`src/rtl/cgc_pkg.sv`:
```
`timescale 1ns / 1ps
package cgc_pkg;

    localparam int ACC_W    = 96;
    localparam int OPX_W    = 34;
    localparam int QUO_W    = 64;
    localparam int T_W      = 35;
    localparam int ROOT_W   = 32;
    localparam int SQ_REM_W = 35;
    localparam int DCNT_W   = 8;
    localparam int SCNT_W   = 6;
    localparam int SEL_W    = 5;

    // Term divide: numerator is the full factorial; final divide appends 62 fraction bits
    localparam logic [DCNT_W-1:0] DIV_STEPS_TERM  = 8'd96;
    localparam logic [DCNT_W-1:0] DIV_STEPS_FINAL = 8'd158;
    localparam logic [SCNT_W-1:0] SQRT_STEPS      = 6'd32;

    localparam logic [SEL_W-1:0] SEL_K0    = 5'd0;
    localparam logic [SEL_W-1:0] SEL_K1    = 5'd1;
    localparam logic [SEL_W-1:0] SEL_K2    = 5'd2;
    localparam logic [SEL_W-1:0] SEL_K3    = 5'd3;
    localparam logic [SEL_W-1:0] SEL_K4    = 5'd4;
    localparam logic [SEL_W-1:0] SEL_K5    = 5'd5;
    localparam logic [SEL_W-1:0] SEL_FA    = 5'd6;
    localparam logic [SEL_W-1:0] SEL_FB    = 5'd7;
    localparam logic [SEL_W-1:0] SEL_FC    = 5'd8;
    localparam logic [SEL_W-1:0] SEL_F3P   = 5'd9;
    localparam logic [SEL_W-1:0] SEL_F3M   = 5'd10;
    localparam logic [SEL_W-1:0] SEL_F2P   = 5'd11;
    localparam logic [SEL_W-1:0] SEL_F2M   = 5'd12;
    localparam logic [SEL_W-1:0] SEL_F1P   = 5'd13;
    localparam logic [SEL_W-1:0] SEL_F1M   = 5'd14;
    localparam logic [SEL_W-1:0] SEL_TMAG0 = 5'd15;
    localparam logic [SEL_W-1:0] SEL_TMAG1 = 5'd16;
    localparam logic [SEL_W-1:0] SEL_MF0   = 5'd17;
    localparam logic [SEL_W-1:0] SEL_MF1   = 5'd18;

    typedef struct packed {
        logic             load_in;
        logic             clr_t;
        logic             r_clr;
        logic             r_inc;
        logic             acc_one;
        logic             acc_pn;
        logic             acc_df;
        logic             mul_go;
        logic [SEL_W-1:0] sel;
        logic             div_go;
        logic             div_final;
        logic             t_upd;
        logic             save_n;
        logic             sqrt_go;
        logic             out_zero;
        logic             out_val;
    } t_cmd;

    typedef struct packed {
        logic invalid;
        logic skip;
        logic r_last;
        logic t_zero;
        logic mul_busy;
        logic div_busy;
        logic sqrt_busy;
    } t_sts;

    function automatic logic [OPX_W-1:0] fact(input logic signed [5:0] v);
        logic [OPX_W-1:0] f;
        case (v)
            6'sd0:   f = 34'd1;
            6'sd1:   f = 34'd1;
            6'sd2:   f = 34'd2;
            6'sd3:   f = 34'd6;
            6'sd4:   f = 34'd24;
            6'sd5:   f = 34'd120;
            6'sd6:   f = 34'd720;
            6'sd7:   f = 34'd5040;
            6'sd8:   f = 34'd40320;
            6'sd9:   f = 34'd362880;
            6'sd10:  f = 34'd3628800;
            6'sd11:  f = 34'd39916800;
            6'sd12:  f = 34'd479001600;
            6'sd13:  f = 34'd6227020800;
            default: f = '0;
        endcase
        return f;
    endfunction

endpackage

```
`src/rtl/cgc_ctrl.sv`:
```
`timescale 1ns / 1ps
module cgc_ctrl import cgc_pkg::*; (
    input  logic i_clk,
    input  logic i_rst_n,
    input  logic start,
    output logic busy,
    input  t_sts i_sts,
    output t_cmd o_cmd
);

    localparam logic [3:0] ST_IDLE  = 4'd0;
    localparam logic [3:0] ST_CHK   = 4'd1;
    localparam logic [3:0] ST_TERM  = 4'd2;
    localparam logic [3:0] ST_TMUL  = 4'd3;
    localparam logic [3:0] ST_TMW   = 4'd4;
    localparam logic [3:0] ST_TDIV  = 4'd5;
    localparam logic [3:0] ST_TDW   = 4'd6;
    localparam logic [3:0] ST_PSEED = 4'd7;
    localparam logic [3:0] ST_PMUL  = 4'd8;
    localparam logic [3:0] ST_PMW   = 4'd9;
    localparam logic [3:0] ST_DMUL  = 4'd10;
    localparam logic [3:0] ST_DMW   = 4'd11;
    localparam logic [3:0] ST_FDIV  = 4'd12;
    localparam logic [3:0] ST_FDW   = 4'd13;
    localparam logic [3:0] ST_SQ    = 4'd14;
    localparam logic [3:0] ST_SQW   = 4'd15;

    logic [3:0]       r_state, n_state;
    logic [SEL_W-1:0] r_sel, n_sel;

    always_comb begin
        n_state = r_state;
        n_sel   = r_sel;
        o_cmd   = '0;
        o_cmd.sel = r_sel;
        case (r_state)
            ST_IDLE: begin
                if (start) begin
                    o_cmd.load_in = 1'b1;
                    n_state = ST_CHK;
                end
            end
            ST_CHK: begin
                if (i_sts.invalid) begin
                    o_cmd.out_zero = 1'b1;
                    n_state = ST_IDLE;
                end else begin
                    o_cmd.clr_t = 1'b1;
                    o_cmd.r_clr = 1'b1;
                    n_state = ST_TERM;
                end
            end
            ST_TERM: begin
                if (i_sts.skip) begin
                    if (i_sts.r_last) begin
                        n_state = ST_PSEED;
                    end else begin
                        o_cmd.r_inc = 1'b1;
                    end
                end else begin
                    o_cmd.acc_one = 1'b1;
                    n_sel   = SEL_K0;
                    n_state = ST_TMUL;
                end
            end
            ST_TMUL: begin
                o_cmd.mul_go = 1'b1;
                n_state = ST_TMW;
            end
            ST_TMW: begin
                if (!i_sts.mul_busy) begin
                    if (r_sel == SEL_K5) begin
                        n_state = ST_TDIV;
                    end else begin
                        n_sel   = r_sel + SEL_W'(1);
                        n_state = ST_TMUL;
                    end
                end
            end
            ST_TDIV: begin
                o_cmd.div_go = 1'b1;
                n_state = ST_TDW;
            end
            ST_TDW: begin
                if (!i_sts.div_busy) begin
                    o_cmd.t_upd = 1'b1;
                    if (i_sts.r_last) begin
                        n_state = ST_PSEED;
                    end else begin
                        o_cmd.r_inc = 1'b1;
                        n_state = ST_TERM;
                    end
                end
            end
            ST_PSEED: begin
                if (i_sts.t_zero) begin
                    o_cmd.out_zero = 1'b1;
                    n_state = ST_IDLE;
                end else begin
                    o_cmd.acc_pn = 1'b1;
                    n_sel   = SEL_FA;
                    n_state = ST_PMUL;
                end
            end
            ST_PMUL: begin
                o_cmd.mul_go = 1'b1;
                n_state = ST_PMW;
            end
            ST_PMW: begin
                if (!i_sts.mul_busy) begin
                    if (r_sel == SEL_TMAG1) begin
                        // keep the numerator, seed the denominator
                        o_cmd.save_n = 1'b1;
                        o_cmd.acc_df = 1'b1;
                        n_sel   = SEL_MF0;
                        n_state = ST_DMUL;
                    end else begin
                        n_sel   = r_sel + SEL_W'(1);
                        n_state = ST_PMUL;
                    end
                end
            end
            ST_DMUL: begin
                o_cmd.mul_go = 1'b1;
                n_state = ST_DMW;
            end
            ST_DMW: begin
                if (!i_sts.mul_busy) begin
                    if (r_sel == SEL_MF1) begin
                        n_state = ST_FDIV;
                    end else begin
                        n_sel   = r_sel + SEL_W'(1);
                        n_state = ST_DMUL;
                    end
                end
            end
            ST_FDIV: begin
                o_cmd.div_go    = 1'b1;
                o_cmd.div_final = 1'b1;
                n_state = ST_FDW;
            end
            ST_FDW: begin
                if (!i_sts.div_busy) begin
                    n_state = ST_SQ;
                end
            end
            ST_SQ: begin
                o_cmd.sqrt_go = 1'b1;
                n_state = ST_SQW;
            end
            ST_SQW: begin
                if (!i_sts.sqrt_busy) begin
                    o_cmd.out_val = 1'b1;
                    n_state = ST_IDLE;
                end
            end
            default: begin
                n_state = ST_IDLE;
            end
        endcase
    end

    always_ff @(posedge i_clk) begin
        if (!i_rst_n) begin
            r_state <= ST_IDLE;
            r_sel   <= SEL_K0;
        end else begin
            r_state <= n_state;
            r_sel   <= n_sel;
        end
    end

    assign busy = (r_state != ST_IDLE);

endmodule

```
`config.mk`:
```
export PLATFORM = sky130hd
export DESIGN_NAME = cgc_ctrl
export DESIGN_NICKNAME = d
export VERILOG_FILES = /design/src/rtl/cgc_pkg.sv /design/src/rtl/cgc_ctrl.sv
export SDC_FILE = /design/constraint.sdc
export NUM_CORES = 1
export LEC_CHECK = 0
export BUFFER_PORTS_ARGS = -buffer_cell sky130_fd_sc_hd__clkbuf_2
export CAP_MARGIN = 20
export CORE_ASPECT_RATIO = 1.1
export CORE_MARGIN = 3
export CORE_UTILIZATION = 54
export CTS_CLUSTER_DIAMETER = 150
export DETAILED_ROUTE_END_ITERATION = 12
export HOLD_SLACK_MARGIN = 0.06
export PLACE_DENSITY = 0.84
export SLEW_MARGIN = 20
export SYNTH_ARGS = -nofsm -noshare
export SYNTH_HDL_FRONTEND = slang
export SYNTH_SLANG_ARGS = --single-unit
```
`constraint.sdc`:
```
create_clock -name i_clk -period 5.53 [get_ports i_clk]
set_input_delay 0.553 -clock i_clk [delete_from_list [all_inputs] [get_ports i_clk]]
set_output_delay 0.553 -clock i_clk [all_outputs]
set_load 0.02 [all_outputs]
```
### Yosys cells after proc, flatten, opt, wreduce, memory -nomap -nowiden

Cells that the tools add are included.

* bitwise logic cells: 0
* reductions and logical operators: 7
* equality and inequality tests: 30
* multipliers: 0
* $lt $le $gt $ge: 0
* shift operators: 0
* add/sub/neg operators: 1
* mux-type cells: 51
* divide/modulo/power cells: 0

Operators with widths (count)
* $pmux W4 S16: 1
* $mux W4: 10
* $mux W5: 8
* $eq A4 B4 Y1 const B: 8
* $pmux W5 S5: 1
* $mux W1: 22
* $ne A2 B2 Y1 const B: 11
* $eq A4 B3 Y1 const B: 4
* $reduce_and A8 Y1: 2
* $eq A5 B5 Y1 const B: 2
* $mux W3: 3
* $eq A4 B2 Y1 const B: 2
* $mux W2: 4
* $add A5 B1 Y5 const B: 1
* $eq A5 B3 Y1 const B: 1
* $reduce_bool A5 Y1: 1
* $eq A4 B1 Y1 const B: 1
* $logic_not A4 Y1: 1
* $pmux W1 S2: 2
* $reduce_bool A4 Y1: 1
* $ne A3 B3 Y1 const B: 1
* $reduce_or A3 Y1: 1
* $reduce_or A2 Y1: 1

* word-level logic and storage cells: 91
* output and inout port bits: 21
* register bits after elaboration: 9
* ROM bits: 0
* bits in latches: 0
* memories kept: 0
* bits in writable memories: 0

### Longest topological paths before layout

Gate-level depths: netlist of the first run.

* depth after elaboration: 4
* depth in mapped cells: 7
* depth with buffers taken out: 7

### Least setup slack after synthesis of the first run

No wires, ideal clock.

* path type: reg2out
* start point: register r_state[2]
* end point: output o_cmd[18] (netlist bit)
* cell stages (with the launch flop): 5
* path buffers: 3
* slack: 3.207 ns
* arrival: 1.770 ns
* path through: dfxtp_1 > clkbuf_1 > clkbuf_1 > nor4_1 > buf_4

RTL lines
* from (decl): RTL line cgc_ctrl.sv:28 `logic [3:0] r_state, n_state;`
* from (signal assigned): RTL line cgc_ctrl.sv:168 `r_state <= n_state;`
* to (decl): RTL line cgc_ctrl.sv:8 `output t_cmd o_cmd`

==> run metrics, run 1 <==
outcome completed; pwr dens 391 nW/um^2; cts bufs inserted 3; Post-Synthesis Cell Area 966 um^2; CTS Root Cell clkbuf_4; Post-synth EDFFs 0; Routed WL 2500 um; Leakage Power 0.462 nW; drt wl/cell 14.7 um; antenna violations before repair 0; nets@finish 168; post-route ant nets 0; top_reg_cell synth dfxtp_1; Congestion Overflow GR 0; H-Tree Depth 1; maximum clock frequency 0.397 GHz; Worst EP arrival 1.96 ns; post-layout min period 2.52 ns; clock buffer depth 2; clk_lat worst skew 0.26 ns; DR iter-0 viols 31; TritonRoute pass-1 iters 4; pin count of the biggest net entering global routing 24; Slew Limit Headroom 54.5%; Worst VDD drop 0.231 mV; WHS Path Cells 2; layout cell share with drive strength beyond 1 26.1%; Levels on crit path 6; Worst Tran Pin Value 0.682 ns; clock tree sinks 9; pre-CTS setup slack 3.16 ns; synthesized flop and latch total 9; core footprint 1630 um^2; setup_tns 0 ns; Placer Congestion 0.874; post-CTS setup buffers 0; Mapped Nets 145; sequential area share after synthesis 18.7%; die height 50.4 um; Avg Inst Size Synth 7.37 um^2; setup violators final 0; PostCTS Resize Cnt 0; share of the synthesized area in the top cell type 18.7%; CP Launch Type flip-flop; DR vias 1087; WS Path Type flip-flop to output port; top cells by area, synth dfxtp_1 (19%), nor2_1 (5.4%), ha_1 (5.2%); Crit. End Element output port; count leader, synth nor2_1; I/O pin total 31; Layout area overhead 14.1%; RSZ-0062 raised after global routing false; Post-Syn Instances 131; Die W 46.3 um; Port Buffers 30; CTS tree yes; n_diodes 0; row count 15; DPL Wire Length 1880 um; Hold WC Path Type flip-flop to flip-flop; GRT Total Usage 23.2%; Ys Warns 0; number of max-cap violations 0; CP max-delay cell nor4bb_1; global-route wire length before repair 4200 um; delay of the slowest critical-path stage 0.52 ns; distinct cell type count after synthesis 47; CP Data Required Time 4.98 ns; delay-heaviest family, CP simple AND/OR/NAND/NOR gates; Fin. Hold Viols 0; max-slew violation count 0; vias in the first global route 973; dominant cell type by area after synthesis dfxtp_1; fin crit share 45.5%; worst reg2reg path depth 5; Residual DRC 0; crit-path cells inv_1 -> ha_1 -> nor4bb_1 -> nand4_1 -> nor2_1 -> clkbuf_2; Vias/cell 6.39; die area 2330 um^2; Final WS setup 3.01 ns; top cells by count, synth nor2_1 (14), nand2_1 (12), a21oi_1 (9), dfxtp_1 (9); Worst-path clk slew 0.06 ns; initial core utilization 59.2%; Critical path buffers and inverters 2; Crit Path Max Fanout 5; ys async rst share 0%; Clock Skews 0.00765 ns; CTS Hold Bufs 0
-- state kept, by name, indices dropped and copies added (netlist names) --
register  count
r_sel         5
r_state       4
-- path summary, 6_finish.rpt --
path         startpoint        end  slack, ns
max            r_sel[0]  o_cmd[13]       3.01
min            r_sel[4]   r_sel[4]       0.57
max reg2reg  r_state[2]   r_sel[4]       3.10
min reg2reg    r_sel[4]   r_sel[4]       0.57
-- kinds of logic (layout without fill, tap and decap cells) --
family	after synthesis	after routing	synth area share (%)
AO/OA/AOI/OAI	34	34	25.4
adder cells (fa/ha/maj)	4	4	5.18
buffers and inverters	19	41	9.07
flip-flops	9	9	18.7
multiplexers	3	3	3.24
AND/OR/NAND/NOR	62	62	38.5
-- power breakdown --
group	switching (W)	internal, W	total, W
clock	0.0000219	0.0000277	0.0000496
combinational	0.000144	0.0000990	0.000243
sequential	0.0000567	0.0000811	0.000138
total	0.000223	0.000208	0.000431
-- area by class of cell --
class | count | area [um^2]
multi-input combinational | 103 | 698
fill | 148 | 531
sequential | 9 | 180
timing repair buffer | 30 | 150
clock buffer | 4 | 26.3
inverter | 7 | 26.3
tap | 17 | 21.3
-- worst reg2reg max path, delay by kind of cell, from the launching register on --
kind             cells  cell delay (ns)
AO/OA/AOI/OAI        3             0.51
flip-flops           1             0.76
AND/OR/NAND/NOR      2             1.10
-- placed cells by master, fill, tap and decap left out, types with 2 or more instances in the layout --
cell type and count:
nor4bb_1 3, o31a_1 2, ha_1 4, or4_1 3, nand3_1 7, nor4_1 2
o32ai_1 2, nand2b_1 3, clkbuf_4 3, clkbuf_2 30, mux2i_1 2, a31oi_1 2
o21ai_0 7, nor4b_1 2, a211oi_1 3, nand2_1 12, nor2_1 14, inv_1 7
dfxtp_1 9, nor3_1 3, a21oi_1 9
-- per-layer routing --
layer,vias to the layer above,share of wire (%),global-route usage [%]
li1,533,-,-
met1,507,45,30.7
met2,43,47,38.1
met3,4,6.9,2.51
met4,0,1.2,7.11
met5,-,0,0
-- through the flow --
| stage | area [um^2] | hold WS (ns) | util (%) | std cells | total power (W) |
|---|---|---|---|---|---|
| 2_1_floorplan | 966 | 0.588 | - | 131 | 0.000323 |
| 3_3_place_gp | 1080 | 0.510 | 65.9 | 166 | 0.000371 |
| 3_5_place_dp | 1080 | 0.530 | 65.9 | 166 | 0.000379 |
| 4_1_cts | 1100 | 0.540 | 67.5 | 170 | 0.000431 |
| 5_1_grt | 1100 | 0.622 | 67.5 | 170 | 0.000468 |
| 6_report | 1100 | 0.568 | 67.5 | 170 | 0.000431 |
Note: power is estimated with default switching activity, not from simulation.
==> run 2: changes to the inputs <==
--- a/config.mk
+++ b/config.mk
@@ -5,15 +5,16 @@
 export SDC_FILE = /design/constraint.sdc
 export NUM_CORES = 1
 export LEC_CHECK = 0
+export ABC_AREA = 1
 export BUFFER_PORTS_ARGS = -buffer_cell sky130_fd_sc_hd__clkbuf_2
 export CAP_MARGIN = 20
 export CORE_ASPECT_RATIO = 1.1
 export CORE_MARGIN = 3
-export CORE_UTILIZATION = 54
+export CORE_UTILIZATION = 45
 export CTS_CLUSTER_DIAMETER = 150
 export DETAILED_ROUTE_END_ITERATION = 12
 export HOLD_SLACK_MARGIN = 0.06
-export PLACE_DENSITY = 0.84
+export PLACE_DENSITY = 0.75
 export SLEW_MARGIN = 20
 export SYNTH_ARGS = -nofsm -noshare
 export SYNTH_HDL_FRONTEND = slang
==> constraint.sdc (replaced) <==
create_clock -name i_clk -period 2.27 [get_ports i_clk]
set_input_delay 0.227 -clock i_clk [delete_from_list [all_inputs] [get_ports i_clk]]
set_output_delay 0.227 -clock i_clk [all_outputs]
set_load 0.02 [all_outputs]
==> run metrics, run 2 <==
outcome completed; distinct cell type count after synthesis 24; Vias/cell 5.00; drt wl/cell 11.6 um; layout cell share with drive strength beyond 1 24.8%; count leader, synth nand2_1; H-Tree Depth 1; pin count of the biggest net entering global routing 10; antenna violations before repair 0; top_reg_cell synth dfxtp_1; Leakage Power 0.666 nW; row count 17; CP Data Required Time 2.04 ns; CTS Hold Bufs 0; top cells by area, synth dfxtp_1 (18%), nand2_1 (18%), nor2_1 (13%); GRT Total Usage 21.1%; setup_tns 0 ns; Largest regs r_sel: 5 flops, r_state: 4 flops; die area 2780 um^2; number of flip-flops in the largest register 5; crit-path cells inv_1 -> ha_1 -> nand2_1 -> nor2_1 -> nand3_1 -> nor2_1 -> clkbuf_2; cts bufs inserted 3; maximum clock frequency 0.539 GHz; worst reg2reg path depth 11; dominant cell type by area after synthesis dfxtp_1; Worst VDD drop 0.524 mV; Fin. Hold Viols 0; Crit. End Element output port; Worst EP arrival 1.63 ns; PostCTS Resize Cnt 0; WHS Path Cells 3; Final WS setup 0.416 ns; top cells by count, synth nand2_1 (46), nor2_1 (33), inv_1 (25), nand3_1 (16), dfxtp_1 (9); most common library cell in the layout ignoring fill and taps nand2_1; post-route ant nets 0; vias in the first global route 1029; TritonRoute pass-1 iters 4; Avg Inst Size Synth 5.62 um^2; Residual DRC 0; WS Path Type flip-flop to output port; delay of the slowest critical-path stage 0.37 ns; post-route cell area 1170 um^2; Mapped Nets 189; setup violators final 0; Clock Skews 0.00154 ns; Worst-path clk slew 0.06 ns; Congestion Overflow GR 0; nets@finish 221; Die W 50.6 um; clock buffer depth 2; Port Buffers 30; core footprint 2040 um^2; number of max-cap violations 0; ys async rst share 0%; DR vias 1170; pre-CTS setup slack 0.698 ns; Tot Pwr 0.00119 W; Post-synth EDFFs 0; clock tree sinks 9; RSZ-0062 raised after global routing false; initial core utilization 48.2%; DPL Wire Length 2290 um; I/O pin total 31; post-layout min period 1.85 ns; DR iter-0 viols 35; placed inst area 1140 um^2; CP Launch Type flip-flop; CTS tree yes; share of the synthesized area in the top cell type 18.3%; Ys Warns 0; pwr dens 1020 nW/um^2; die height 55.0 um; Layout area overhead 18.8%; CTS Root Cell clkbuf_4; most frequent cells in the layout nand2_1 (46), nor2_1 (33), clkbuf_2 (30); most used cell along the critical path nor2_1; Top reg by flops r_sel; CP max-delay cell dfxtp_1; clk_lat worst skew 0.25 ns; Hold WC Path Type input pin to flip-flop; Post-Synthesis Cell Area 983 um^2; post-CTS setup buffers 0; Worst Tran Pin Value 0.320 ns; Post-Syn Instances 175; Placer Congestion 0.879; fin crit share 81.7%; max-slew violation count 0; delay-heaviest family, CP simple AND/OR/NAND/NOR gates; n_diodes 0; Levels on crit path 7; Crit Path Max Fanout 7; sequential area share after synthesis 18.3%; Slew Limit Headroom 78.6%; synthesized flop and latch total 9; Routed WL 2700 um; Hold WS 0.221 ns; global-route wire length before repair 4440 um; Critical path buffers and inverters 2
-- run 2: changes by cell type in the layout (fill, tap and decap cells not counted), sizes merged, moves of 3 or more --
cell,previous run,this run
a211oi,3,0
a21oi,9,6
inv,7,27
nand2,12,53
nand2b,3,0
nand3,7,19
nor2,14,38
nor4,3,0
nor4bb,3,0
or4,3,0
-- run 2: power breakdown --
part,switching [W],internal (W),total [W]
combinational,0.000521,0.000236,0.000757
sequential,0.000101,0.000212,0.000312
clock,0.0000495,0.0000673,0.000117
total,0.000671,0.000515,0.00119
-- run 2: final timing paths --
check | endpoint | slack [ns] | from
setup / recovery | o_cmd[3] | 0.42 | r_sel[0]
hold / removal | r_sel[2] | 0.22 | i_rst_n
setup reg to reg | r_sel[1] | 0.71 | r_sel[1]
hold reg to reg | r_sel[3] | 0.52 | r_sel[3]
-- run 2: area by class of cell --
cell class | instances | area (um^2)
fillers | 233 | 873
multi-input cells | 136 | 676
flip-flops and latches | 9 | 180
repair buffers | 30 | 150
inverters | 27 | 101
well taps | 28 | 35.0
clock buffers | 4 | 26.3
-- run 2: metal layers --
metal / GRT usage, % / routed length (um) / up-vias
met1: 27.6 / 1250 / 522
met4: 9.87 / 46 / 0
met2: 35.7 / 1290 / 37
met3: 1.61 / 117 / 4
li1: - / - / 607
met5: 0 / 0 / -
-- run 2: stage by stage --
stage | utilization (%) | instances
5_1_grt | 57.2 | 234
4_1_cts | 57.2 | 234
6_report | 57.2 | 234
3_5_place_dp | 55.9 | 230
2_1_floorplan | - | 175
3_3_place_gp | 55.9 | 230
-- run 2: kinds of logic (layout without fill, tap and decap cells) --
kind of cell             after synthesis  in the layout  synth area share [%]
adder cells (fa/ha/maj)                4              4                  5.09
flip-flops                             9              9                  18.3
buffers and inverters                 30             61                  13.0
AND/OR/NAND/NOR                      113            113                  52.4
AO/OA/AOI/OAI                         17             17                  9.41
XOR/XNOR                               2              2                  1.78
-- run 2: worst register-to-register path, cell delays in order, from the launching register on --
cell	delay (ns)
dfxtp_1	0.44
inv_1	0.12
ha_1	0.20
nand2_1	0.07
nor2_1	0.06
nand2_1	0.09
nand2_2	0.08
nor2_4	0.11
nand3_4	0.11
nand2_1	0.09
nand2_1	0.05
nor2_1	0.08
==> run 3: changes to the inputs <==
--- a/config.mk
+++ b/config.mk
@@ -10,11 +10,11 @@
 export CAP_MARGIN = 20
 export CORE_ASPECT_RATIO = 1.1
 export CORE_MARGIN = 3
-export CORE_UTILIZATION = 45
+export CORE_UTILIZATION = 50
 export CTS_CLUSTER_DIAMETER = 150
 export DETAILED_ROUTE_END_ITERATION = 12
 export HOLD_SLACK_MARGIN = 0.06
-export PLACE_DENSITY = 0.75
+export PLACE_DENSITY = 0.78
 export SLEW_MARGIN = 20
 export SYNTH_ARGS = -nofsm -noshare
 export SYNTH_HDL_FRONTEND = slang
==> constraint.sdc (replaced) <==
create_clock -name i_clk -period 1.9 [get_ports i_clk]
set_input_delay 0.19 -clock i_clk [delete_from_list [all_inputs] [get_ports i_clk]]
set_output_delay 0.19 -clock i_clk [all_outputs]
set_load 0.02 [all_outputs]
==> run metrics, run 3 (synthesis gave the netlist of run 2 again) <==
reg2reg setup slack 0.34 ns; WHS Path Cells 3; post-route ant nets 0; CTS Hold Bufs 0; WHS Endpoint r_sel[2]; WS Path Type flip-flop to output port; most frequent cells in the layout nand2_1 (46), nor2_1 (32), clkbuf_2 (30); I/O pin total 31; post-layout min period 1.75 ns; RSZ-0062 raised after global routing false; CP Data Required Time 1.71 ns; DPL Wire Length 2240 um; pwr dens 1220 nW/um^2; Worst Tran Pin Value 0.320 ns; cts bufs inserted 3; Slew Limit Headroom 78.6%; Crit. End Element output port; fin crit share 91.9%; Die W 48.3 um; number of flip-flops in the largest register 5; antenna violations before repair 0; max-slew violation count 0; setup_tns 0 ns; Largest regs r_sel: 5 flops, r_state: 4 flops; Fin. Hold Viols 0; n_diodes 0; Hold WC Path Type input pin to flip-flop; layout cell share with drive strength beyond 1 26.2%; GRT Total Usage 23.8%; core footprint 1820 um^2; Crit Path Max Fanout 6; Crit Reg-Reg Endpoint r_sel[0]; drt wl/cell 11.4 um; initial core utilization 54.0%; CP max-delay cell dfxtp_1; Worst VDD drop 0.661 mV; Clock Skews 0.00922 ns; outcome completed; most common library cell in the layout ignoring fill and taps nand2_1; CP Launch Type flip-flop; global-route wire length before repair 4330 um; DR iter-0 viols 52; delay-heaviest family, CP simple AND/OR/NAND/NOR gates; crit-path cells inv_1 -> ha_1 -> nand2_1 -> nor2_1 -> nand3_1 -> nor2_2 -> clkbuf_2; Layout area overhead 19.1%; pin count of the biggest net entering global routing 10; nets@finish 221; CTS Root Cell clkbuf_4; Congestion Overflow GR 0; setup violators final 0; Worst EP arrival 1.56 ns; Hold WS 0.162 ns; DR vias 1178; CTS tree yes; clock buffer depth 2; row count 16; Worst-path clk slew 0.07 ns; number of max-cap violations 0; clock tree sinks 9; Leakage Power 0.668 nW; H-Tree Depth 1; clk_lat worst skew 0.27 ns; Port Buffers 30; maximum clock frequency 0.573 GHz; Vias/cell 5.06; die height 52.5 um; worst reg2reg path depth 11; Reg2Reg Launch Point r_sel[1]; Residual DRC 0; die area 2540 um^2; Top reg by flops r_sel; delay of the slowest critical-path stage 0.37 ns; Critical path buffers and inverters 2; hold path start i_rst_n; TritonRoute pass-1 iters 4; Placer Congestion 0.959; Routed WL 2650 um; vias in the first global route 1010
-- run 3: cell types whose count changed in the layout (fill, tap and decap cells not counted), sizes merged --
cell and delta:
clkbuf -1, clkinv +1
-- run 3: final cells by class --
type                    instances  area [um^2]
multi-input cells             136          678
clock buffers                   3         22.5
repair buffers                 30          150
clock inverters                 1         5.00
inverters                      27          101
well taps                      27         33.8
fillers                       192          651
flip-flops and latches          9          180
-- run 3: what timing repair did --
action                                  4_1_cts  5_1_grt
setup buffers                                 0        0
resized for setup                             0        2
endpoints found under the setup margin        0        2
-- run 3: power breakdown --
part / internal, W / switching (W)
clock network: 0.0000777 / 0.0000703
logic: 0.000282 / 0.000622
registers: 0.000253 / 0.000122
-- run 3: worst reg2reg max path, stage by stage (launching register included) --
cell and delay, ns:
dfxtp_1 0.43, inv_1 0.13, ha_1 0.19, nand2_1 0.06, nor2_1 0.06, nand2_1 0.10, nand2_2 0.09, nor2_4 0.12
nand3_4 0.12, nand2_1 0.09, nand2_1 0.05, nor2_1 0.08
-- run 3: through the flow --
stage          util [%]  cell area, um^2  total power, W  instances  setup WS (ns)
4_1_cts            64.1             1170         0.00142        233          0.128
3_5_place_dp       62.6             1140         0.00126        229          0.342
2_1_floorplan         -              983         0.00105        175          0.210
5_1_grt            64.3             1170         0.00157        233        0.00858
6_report           64.3             1170         0.00143        233          0.154
3_3_place_gp       62.6             1140         0.00125        229          0.366
-- run 3: worst max path at each step --
stage	endpoint	slack, ns	cells past startpoint	from
floorplan	o_cmd[13]	0.21	7	r_sel[0]
global placement	r_sel[1]	0.37	10	r_sel[0]
detailed placement	r_sel[1]	0.34	10	r_sel[0]
CTS	o_cmd[13]	0.13	7	r_sel[0]
global route	o_cmd[3]	0.009	7	r_sel[1]
finish	o_cmd[13]	0.15	7	r_sel[1]
-- run 3: metal layers --
| layer | track usage, % | share of wire (%) |
|---|---|---|
| met5 | 0 | 0 |
| met4 | 8.97 | 1.6 |
| met3 | 1.37 | 8.0 |
| met2 | 36.3 | 47 |
| met1 | 34.0 | 43 |
